## src/rtl/dn40ct_pkg.sv

```systemverilog
// Shared types and constants for the DN40 colour temperature pipeline.
// No dependencies; used by every module under rtl.
package dn40ct_pkg;

    // Field widths
    localparam int CHAN_W = 16;
    localparam int ATIME_W = 8;
    localparam int KELVIN_W = 28;
    localparam int STATUS_W = 2;

    // Status codes
    localparam logic [STATUS_W-1:0] ST_OK = 2'd0;
    localparam logic [STATUS_W-1:0] ST_SATURATED = 2'd1;
    localparam logic [STATUS_W-1:0] ST_RED_ZERO = 2'd2;

    // Saturation level: full scale above this many cycles
    localparam logic [8:0] SAT_CYCLES_MAX = 9'd63;
    localparam logic [CHAN_W-1:0] SAT_FULL = 16'hFFFF;

    // cct = KELVIN_SCALE * b2 / r2 + KELVIN_OFFSET
    localparam logic [11:0] KELVIN_SCALE = 12'd3810;
    localparam logic [KELVIN_W-1:0] KELVIN_OFFSET = 28'd1391;

    // Divider: one quotient bit per step, DIV_STEPS steps per stage
    localparam int DIV_STEPS = 4;
    localparam int DIV_STAGES = KELVIN_W / DIV_STEPS;

    // Divider item: word holds the numerator bits still to go (top) and
    // the quotient bits found so far (bottom)
    typedef struct packed {
        logic [STATUS_W-1:0] status;
        logic [CHAN_W-1:0]   divisor;
        logic [CHAN_W-1:0]   rem;
        logic [KELVIN_W-1:0] word;
    } div_t;

endpackage

```

## src/rtl/dn40ct_front.sv

```systemverilog
// Front end: saturation check, IR inference, compensation and scaling.
// Two register stages; depends on dn40ct_pkg.
module dn40ct_front
(
    input  logic                             clk,
    input  logic                             rst_n,
    input  logic                             adv,
    input  logic                             in_valid,
    input  logic [dn40ct_pkg::CHAN_W-1:0]    red,
    input  logic [dn40ct_pkg::CHAN_W-1:0]    green,
    input  logic [dn40ct_pkg::CHAN_W-1:0]    blue,
    input  logic [dn40ct_pkg::CHAN_W-1:0]    clear,
    input  logic [dn40ct_pkg::ATIME_W-1:0]   atime,
    output logic                             out_valid,
    output dn40ct_pkg::div_t                 out_item
);

    logic [8:0]                       cycles;
    logic [5:0]                       cyc6;
    logic [dn40ct_pkg::CHAN_W-1:0]    level;
    logic [17:0]                      sum;
    logic [17:0]                      excess;
    logic [dn40ct_pkg::CHAN_W-1:0]    ir;

    logic                             s1_valid_reg;
    logic                             s1_sat_reg;
    logic [dn40ct_pkg::CHAN_W-1:0]    s1_red_reg;
    logic [dn40ct_pkg::CHAN_W-1:0]    s1_blue_reg;
    logic [dn40ct_pkg::CHAN_W-1:0]    s1_ir_reg;

    logic [dn40ct_pkg::CHAN_W-1:0]    r2;
    logic [dn40ct_pkg::CHAN_W-1:0]    b2;
    dn40ct_pkg::div_t                 s2_next;
    logic                             s2_valid_reg;
    dn40ct_pkg::div_t                 s2_reg;

    // Stage 1: saturation level and inferred IR
    always_comb
    begin
        cycles = 9'd256 - {1'b0, atime};
        cyc6   = cycles[5:0];
        if (cycles > dn40ct_pkg::SAT_CYCLES_MAX)
            level = dn40ct_pkg::SAT_FULL;
        else
            level = 16'({cyc6, 9'b0}) + 16'({cyc6, 8'b0}); // 768 * cycles
        sum    = 18'(red) + 18'(green) + 18'(blue);
        excess = sum - 18'(clear);
        ir     = (sum > 18'(clear)) ? excess[16:1] : '0;
    end

    always_ff @(posedge clk or negedge rst_n)
    begin
        if (!rst_n)
            s1_valid_reg <= 1'b0;
        else if (adv)
            s1_valid_reg <= in_valid;
    end

    always_ff @(posedge clk)
    begin
        if (adv)
        begin
            s1_sat_reg  <= (clear >= level);
            s1_red_reg  <= red;
            s1_blue_reg <= blue;
            s1_ir_reg   <= ir;
        end
    end

    // Stage 2: compensate with 16-bit wrap, scale blue
    always_comb
    begin
        r2 = s1_red_reg - s1_ir_reg;
        b2 = s1_blue_reg - s1_ir_reg;
        s2_next.rem     = '0;
        s2_next.divisor = r2;
        s2_next.word    = 28'(b2) * 28'(dn40ct_pkg::KELVIN_SCALE);
        if (s1_sat_reg)
            s2_next.status = dn40ct_pkg::ST_SATURATED;
        else if (r2 == '0)
            s2_next.status = dn40ct_pkg::ST_RED_ZERO;
        else
            s2_next.status = dn40ct_pkg::ST_OK;
    end

    always_ff @(posedge clk or negedge rst_n)
    begin
        if (!rst_n)
            s2_valid_reg <= 1'b0;
        else if (adv)
            s2_valid_reg <= s1_valid_reg;
    end

    always_ff @(posedge clk)
    begin
        if (adv)
            s2_reg <= s2_next;
    end

    assign out_valid = s2_valid_reg;
    assign out_item  = s2_reg;

endmodule

```

## src/rtl/dn40ct_div_stage.sv

```systemverilog
// One stage of the pipelined restoring divider: DIV_STEPS quotient bits.
// Depends on dn40ct_pkg.
module dn40ct_div_stage
(
    input  logic              clk,
    input  logic              rst_n,
    input  logic              adv,
    input  logic              in_valid,
    input  dn40ct_pkg::div_t  in_item,
    output logic              out_valid,
    output dn40ct_pkg::div_t  out_item
);

    logic [dn40ct_pkg::CHAN_W-1:0]    rem_v;
    logic [dn40ct_pkg::KELVIN_W-1:0]  word_v;
    logic [dn40ct_pkg::CHAN_W:0]      trial;
    logic [dn40ct_pkg::CHAN_W:0]      diff;
    dn40ct_pkg::div_t                 item_next;
    logic                             valid_reg;
    dn40ct_pkg::div_t                 item_reg;

    // Shift in the next numerator bit, subtract where it fits
    always_comb
    begin
        rem_v  = in_item.rem;
        word_v = in_item.word;
        trial  = '0;
        diff   = '0;
        for (int i = 0; i < dn40ct_pkg::DIV_STEPS; i++)
        begin
            trial  = {rem_v, word_v[dn40ct_pkg::KELVIN_W-1]};
            word_v = {word_v[dn40ct_pkg::KELVIN_W-2:0], 1'b0};
            diff   = trial - {1'b0, in_item.divisor};
            if (trial >= {1'b0, in_item.divisor})
            begin
                rem_v     = diff[dn40ct_pkg::CHAN_W-1:0];
                word_v[0] = 1'b1;
            end
            else
                rem_v = trial[dn40ct_pkg::CHAN_W-1:0];
        end
        item_next         = in_item;
        item_next.rem     = rem_v;
        item_next.word    = word_v;
    end

    always_ff @(posedge clk or negedge rst_n)
    begin
        if (!rst_n)
            valid_reg <= 1'b0;
        else if (adv)
            valid_reg <= in_valid;
    end

    always_ff @(posedge clk)
    begin
        if (adv)
            item_reg <= item_next;
    end

    assign out_valid = valid_reg;
    assign out_item  = item_reg;

endmodule

```

## src/rtl/dn40_color_temperature.sv

```systemverilog
// Top level of the DN40 colour temperature block: APB register, pipeline, output stage.
// Depends on dn40ct_pkg, dn40ct_front and dn40ct_div_stage.
//
// One raw red/green/blue/clear sample gives one kelvin/status result. The
// block is a ten-stage pipeline (two front stages, seven divider stages of
// four quotient bits each, one output register) and takes a new item every
// cycle while the output side does not stall; each item passes the front,
// divider and output registers in that order before its result is shown.
// The whole pipeline holds while a result waits to be taken, so sample_ready
// follows the output register. The 28-bit by 16-bit division sets the depth.
// atime (APB address 0, reset 255) should be written only with the pipeline empty.
module dn40_color_temperature
(
    input  logic                               clk,
    input  logic                               rst_n,
    // APB configuration port
    input  logic                               psel,
    input  logic                               penable,
    input  logic                               pwrite,
    input  logic [1:0]                         paddr,
    input  logic [31:0]                        pwdata,
    output logic [31:0]                        prdata,
    output logic                               pready,
    // Sample channel
    input  logic                               sample_valid,
    output logic                               sample_ready,
    input  logic [dn40ct_pkg::CHAN_W-1:0]      red,
    input  logic [dn40ct_pkg::CHAN_W-1:0]      green,
    input  logic [dn40ct_pkg::CHAN_W-1:0]      blue,
    input  logic [dn40ct_pkg::CHAN_W-1:0]      clear,
    // Result channel
    output logic                               result_valid,
    input  logic                               result_ready,
    output logic [dn40ct_pkg::KELVIN_W-1:0]    kelvin,
    output logic [dn40ct_pkg::STATUS_W-1:0]    status
);

    logic [dn40ct_pkg::ATIME_W-1:0]    atime_reg;
    logic                              adv;
    logic                              valid_chain [dn40ct_pkg::DIV_STAGES+1];
    dn40ct_pkg::div_t                  item_chain  [dn40ct_pkg::DIV_STAGES+1];
    dn40ct_pkg::div_t                  last_item;
    logic                              result_valid_reg;
    logic [dn40ct_pkg::KELVIN_W-1:0]   kelvin_reg;
    logic [dn40ct_pkg::STATUS_W-1:0]   status_reg;

    // Configuration register; writes to any other address are dropped
    assign pready = 1'b1;
    assign prdata = {24'b0, atime_reg};

    always_ff @(posedge clk or negedge rst_n)
    begin
        if (!rst_n)
            atime_reg <= 8'd255;
        else if (psel && penable && pwrite && (paddr == 2'd0))
            atime_reg <= pwdata[dn40ct_pkg::ATIME_W-1:0];
    end

    // Whole pipeline moves unless the output item is held
    assign adv          = !result_valid_reg || result_ready;
    assign sample_ready = adv;

    dn40ct_front u_front
    (
        .clk       (clk),
        .rst_n     (rst_n),
        .adv       (adv),
        .in_valid  (sample_valid),
        .red       (red),
        .green     (green),
        .blue      (blue),
        .clear     (clear),
        .atime     (atime_reg),
        .out_valid (valid_chain[0]),
        .out_item  (item_chain[0])
    );

    // Divider stages
    for (genvar g = 0; g < dn40ct_pkg::DIV_STAGES; g++)
    begin : g_div
        dn40ct_div_stage u_stage
        (
            .clk       (clk),
            .rst_n     (rst_n),
            .adv       (adv),
            .in_valid  (valid_chain[g]),
            .in_item   (item_chain[g]),
            .out_valid (valid_chain[g+1]),
            .out_item  (item_chain[g+1])
        );
    end

    assign last_item = item_chain[dn40ct_pkg::DIV_STAGES];

    // Output stage: add offset, zero the result on any fault
    always_ff @(posedge clk or negedge rst_n)
    begin
        if (!rst_n)
            result_valid_reg <= 1'b0;
        else if (adv)
            result_valid_reg <= valid_chain[dn40ct_pkg::DIV_STAGES];
    end

    always_ff @(posedge clk)
    begin
        if (adv)
        begin
            status_reg <= last_item.status;
            if (last_item.status == dn40ct_pkg::ST_OK)
                kelvin_reg <= last_item.word + dn40ct_pkg::KELVIN_OFFSET;
            else
                kelvin_reg <= '0;
        end
    end

    assign result_valid = result_valid_reg;
    assign kelvin       = kelvin_reg;
    assign status       = status_reg;

    // Checks
    a_fault_zero: assert property (@(posedge clk) disable iff (!rst_n)
        (result_valid && (status != dn40ct_pkg::ST_OK)) |-> (kelvin == '0))
        else $error("kelvin not zero on faulted item");

    a_status_code: assert property (@(posedge clk) disable iff (!rst_n)
        result_valid |-> (status <= dn40ct_pkg::ST_RED_ZERO))
        else $error("undefined status code");

    a_ok_floor: assert property (@(posedge clk) disable iff (!rst_n)
        (result_valid && (status == dn40ct_pkg::ST_OK))
            |-> (kelvin >= dn40ct_pkg::KELVIN_OFFSET))
        else $error("kelvin below offset on good item");

    a_stall_hold: assert property (@(posedge clk) disable iff (!rst_n)
        (!adv && valid_chain[0]) |=> valid_chain[0])
        else $error("front item lost during stall");

endmodule

```

## config.mk

```make
export PLATFORM = sky130hd
export DESIGN_NAME = dn40_color_temperature
export DESIGN_NICKNAME = d
export VERILOG_FILES = /design/src/rtl/dn40ct_pkg.sv /design/src/rtl/dn40ct_front.sv /design/src/rtl/dn40ct_div_stage.sv /design/src/rtl/dn40_color_temperature.sv
export SDC_FILE = /design/constraint.sdc
export NUM_CORES = 2
export LEC_CHECK = 0
export ABC_AREA = 1
export BUFFER_PORTS_ARGS = -buffer_cell sky130_fd_sc_hd__buf_4
export CELL_PAD_IN_SITES_DETAIL_PLACEMENT = 1
export CELL_PAD_IN_SITES_GLOBAL_PLACEMENT = 2
export CORE_MARGIN = 3
export CORE_UTILIZATION = 42
export DETAILED_ROUTE_END_ITERATION = 10
export PLACE_DENSITY = 0.94
export SLEW_MARGIN = 20
export SYNTH_ARGS = -nofsm -noshare
export SYNTH_HDL_FRONTEND = slang
export SYNTH_SLANG_ARGS = --single-unit
```

## constraint.sdc

```tcl
create_clock -name clk -period 51 [get_ports clk]
set_clock_uncertainty 0.1 [all_clocks]
set_input_delay 2.55 -clock clk [delete_from_list [all_inputs] [get_ports clk]]
set_output_delay 2.55 -clock clk [all_outputs]
set_load 0.05 [all_outputs]
```

Word level (Yosys, flattened, before mapping)
Index checks and enable logic that the tools add are counted.
{"block": "op_classes", "add_sub_neg": 35, "n_mul": 1, "order_cmp": 31, "n_mux": 57, "reduce_logical": 8}
{"cell": "17-bit by 16-bit greater-or-equal comparator with 1-bit output", "n": 27}
{"cell": "16-bit two-way mux", "n": 28}
{"cell": "16-bit subtractor", "n": 28}
{"cell": "28-bit by 11-bit adder with 28-bit output, second input constant", "n": 1}
{"cell": "1-bit two-way mux", "n": 28}
{"cell": "16-bit by 11-bit multiplier with 27-bit output, second input constant", "n": 1}
{"cell": "17-bit by 16-bit adder with 18-bit output", "n": 1}
{"cell": "18-bit by 16-bit > comparator with 1-bit output", "n": 1}
{"cell": "16-bit by 16-bit adder with 17-bit output", "n": 1}
{"cell": "17-bit by 16-bit subtractor with 17-bit output", "n": 1}
{"cell": "15-bit by 14-bit adder with 16-bit output", "n": 1}
{"cell": "1-bit by 16-bit greater-or-equal comparator with 1-bit output", "n": 1}
{"cell": "16-bit greater-or-equal comparator", "n": 1}
{"cell": "16-bit zero test", "n": 1}
{"cell": "1-bit by 16-bit subtractor with 16-bit output", "n": 1}
{"cell": "9-bit by 6-bit > comparator with 1-bit output, second input constant", "n": 1}
{"cell": "9-bit by 8-bit subtractor with 9-bit output, first input constant", "n": 1}
{"cell": "2-bit zero test", "n": 2}
{"cell": "1-bit logical AND", "n": 3}
{"cell": "2-bit two-way mux", "n": 1}
{"cell": "1-bit zero test", "n": 1}
{"cell": "1-bit logical OR", "n": 1}
{"block": "totals", "ff_bits": 538, "input_bits": 105, "out_inout_bits": 65, "word_cells": 178}

Depth between registers and ports, before layout
{"block": "depth", "word_depth": 8, "ltp_mapped": 57, "mapped_depth_nobuf": 53}

Cells and area by module
A second synthesis with hierarchy kept.
{"block": "unflattened", "cells_unflattened": 7135, "hier_area_um2": 55667.1}
{"mod": "dn40ct_div_stage (g_div[2].u_stage ...)", "instances": 2, "cells_per_inst": 780, "area_each_um2": 5988.2, "seq_area_each_um2": 1886.8}
{"mod": "dn40ct_div_stage (g_div[0].u_stage ...)", "instances": 2, "cells_per_inst": 777, "area_each_um2": 5925.7, "seq_area_each_um2": 1886.8}
{"mod": "dn40ct_front", "instances": 1, "cells_per_inst": 1357, "area_each_um2": 11325.9, "seq_area_each_um2": 2872.8}
{"mod": "dn40ct_div_stage (g_div[1].u_stage)", "instances": 1, "cells_per_inst": 778, "area_each_um2": 5998.3, "seq_area_each_um2": 1886.8}
{"mod": "dn40ct_div_stage (g_div[5].u_stage)", "instances": 1, "cells_per_inst": 784, "area_each_um2": 5988.2, "seq_area_each_um2": 1886.8}
{"mod": "dn40ct_div_stage (g_div[3].u_stage)", "instances": 1, "cells_per_inst": 779, "area_each_um2": 5950.7, "seq_area_each_um2": 1886.8}
{"mod": "dn40_color_temperature", "instances": 1, "cells_per_inst": 323, "area_each_um2": 2576.2, "seq_area_each_um2": 1136.1}

Least setup slack after synthesis
OpenSTA, ideal clock, no wires.
{"block": "synth_path", "path_type": "input port to output port", "start": "input result_ready", "end": "output sample_ready", "arrival_ns": 17.287, "required_ns": 48.350, "slack_ns": 31.063, "stages": 3, "cell_sequence": "inv_1 > nand2_1 > clkbuf_1"}
{"block": "synth_between", "elab_chain_cells": 1}
{"element": "start: declaration", "line": "dn40_color_temperature.sv:33", "text": "input logic result_ready,"}
{"element": "1-bit logical OR", "line": "dn40_color_temperature.sv:60", "text": "assign adv = !result_valid_reg || result_ready;"}
{"element": "end: declaration", "line": "dn40_color_temperature.sv:26", "text": "output logic sample_ready,"}
Every way passes these cells.

==> results.py <==
metrics = {
    "cells_and_area": {
        "diodes": 0,
        "nets": 7260,
        "finalNonFillerCells": 8088,
        "mostFrequentLayoutCell": "nand2_1",
        "final_cell_mix": "nand2_1, inv_1, ha_1, edfxtp_1, a21oi_1",
        "largest_reg_flops": 396,
        "syn_to_final_growth_pct": 9.59,
        "drive_gt1_share_pct": 6.89,
    },
    "synth": {
        "ys_warn_count": 0,
        "synth-seq-cells": 538,
        "ys_async_sr_fraction_pct": 3.35,
        "post_synth_num_cell_types": 68,
        "synthCells": 6314,
        "synthFlopType": "edfxtp_1",
        "synth_area_um2": 50600,
        "synth.avg_cell_area_um2": 8.02,
        "yosysSeqAreaShare_pct": 31.8,
        "synth_edf_count": 520,
    },
    "cts": {
        "clk_path_buf_depth": 3,
        "ctsRootBufferMaster": "clkbuf_16",
        "cts.clk_slew.worst_paths_ps": 70,
        "htree_levels": 3,
        "tritoncts": "built",
        "postCtsSetupBuffers": 0,
        "cts_made_buffers": 68,
        "hold_buffers": 0,
        "clock_sinks": 538,
        "cts_resized": 0,
        "clk-insertion-delay-late_ps": 670,
    },
    "detailed_routing": {
        "drtPass1Iterations": 5,
        "drtIter0Drc": 2171,
        "post_drt_wl_per_cell_um": 19.0,
        "via_count": 43300,
        "drtAntennaViolNets": 0,
        "drc": 0,
        "viasPerCell": 5.36,
        "routed_wirelength_um": 153000,
    },
    "setup_path": {
        "cpMostUsedCell": "nand2_1",
        "required_ps": 51310,
        "path_class": "reg -> reg",
        "slowest_delay_ps": 630,
        "endpoint_kind": "register",
        "path_max_fanout": 22,
        "cp.arrival_ps": 10330,
        "cp_slowest_cell": "edfxtp_1",
        "worstSetupStartpointType": "register",
    },
    "min_path": {
        "hold_path.class": "reg -> reg",
    },
    "floorplanning": {
        "ios": 170,
        "core_area_um2": 119000,
        "dieArea_um2": 125000,
        "rows": 126,
        "die_h_um": 353,
        "initial_core_util_pct": 42.6,
        "die_w_um": 353,
    },
    "sta": {
        "finalHoldViolCount": 0,
        "final.setup.tns_ps": 0,
        "setup_viol_count_final": 0,
        "min_period_ps": 10030,
        "rsz0062_at_grt": "no",
        "finalCritPeriodShare_pct": 19.7,
        "max_freq_mhz": 99.7,
        "tightest_slew_ps": 1080,
        "drv_slew": 0,
        "hold-worst-slack_ps": 310,
        "maxSlewHeadroom_pct": 28.3,
    },
    "place": {
        "port_buffers": 120,
        "dp.cells": 7966,
        "dp_hpwl_um": 125000,
        "gp_congestion": 0.889,
    },
    "global_routing": {
        "antenna_found_initial": 0,
        "grt-ovfl-total": 0,
        "grt_pass1_vias": 45700,
        "grt_use_total_pct": 24.1,
        "grt_pass1_wl_um": 243000,
        "grt_max_degree": 176,
    },
    "job": {
        "max_cap_violations": 0,
    },
    "outcome": {
        "status": "finished clean",
    },
}
## Yosys cell counts, types with 20 or more instances
cell	instances	share of area [%]
nand3b_1	24	0.36
fa_1	110	4.4
edfxtp_1	520	31
a31oi_1	30	0.37
a21oi_1	460	4.5
xnor2_1	174	3.0
nand2_2	46	0.57
a21o_1	34	0.50
buf_2	40	0.40
o21a_1	20	0.30
inv_1	788	5.8
o21ai_0	252	2.5
nand2_1	1718	13
ha_1	609	15
nand3_2	25	0.49
nand3_1	424	4.2
inv_2	22	0.16
buf_4	39	0.58
o21ai_1	38	0.38
nor2_1	322	2.4
nor3_1	55	0.54
xor2_1	220	3.8
nand4_1	68	0.84
or2_2	23	0.28
## stage by stage
step	setup WS (ps)	util [%]	area, um^2
after CTS	41030	46.7	55500
after detailed placement	41090	44.6	53000
after global placement	41270	44.6	53000
after global routing	40010	46.7	55500
final	40970	46.7	55500
after floorplan	31060	-	50700
## logic make-up (layout without fill, tap and decap cells)
logic type	count (synthesis)	after routing	share of synthesized area, %
other	2	25	0.0148
muxes	9	9	0.200
and+or+nand+nor	2794	2794	24.0
adders and majority gates	719	719	19.4
buffers and inverters	914	1065	7.39
DFF	538	538	31.8
AOI/OAI and AO/OA	943	943	10.3
xor gates and xnor gates	395	395	6.86
## critical path, delay by kind of cell, from the launching register on
family,cells,cell delay [ps]
AND/OR/NAND/NOR,27,3800
buffers and inverters,6,1290
flip-flops,1,630
adder cells (fa/ha/maj),4,1530
AO/OA/AOI/OAI,9,2390
## worst paths after layout
kind | startpoint | endpoint | slack, ps | cells past startpoint
max | g_div[4].u_stage.out_item[45] | g_div[5].u_stage.out_item[43] | 40970 | 46
min | g_div[3].u_stage.out_item[23] | g_div[4].u_stage.out_item[27] | 310 | 0
max reg2reg | g_div[4].u_stage.out_item[45] | g_div[5].u_stage.out_item[43] | 40970 | 46
min reg2reg | g_div[3].u_stage.out_item[23] | g_div[4].u_stage.out_item[27] | 310 | 0
max in group asynchronous | rst_n | atime_reg[6] | 48850 | 1
min in group asynchronous | rst_n | u_front.s1_valid_reg | 1670 | 1
## final cells by class
type | instances | area [um^2]
multi-input combinational | 4885 | 30900
fill | 14600 | 63400
inverter | 811 | 3040
sequential | 538 | 16100
tap | 1600 | 2000
timing repair buffer | 132 | 1000
clock buffer | 77 | 1790
clock inverter | 45 | 657
## metal layers
| metal | vias to the layer above | routed length (um) | global-route usage (%) |
|---|---|---|---|
| li1 | 21400 | - | - |
| met1 | 21000 | 68000 | 30.2 |
| met2 | 673 | 75500 | 43.0 |
| met3 | 210 | 4560 | 2.64 |
| met4 | 0 | 5270 | 8.10 |
| met5 | - | 0 | 0 |
Power is not shown: default switching activity piles up to over one toggle a cycle in this logic, so the estimate is an artifact.
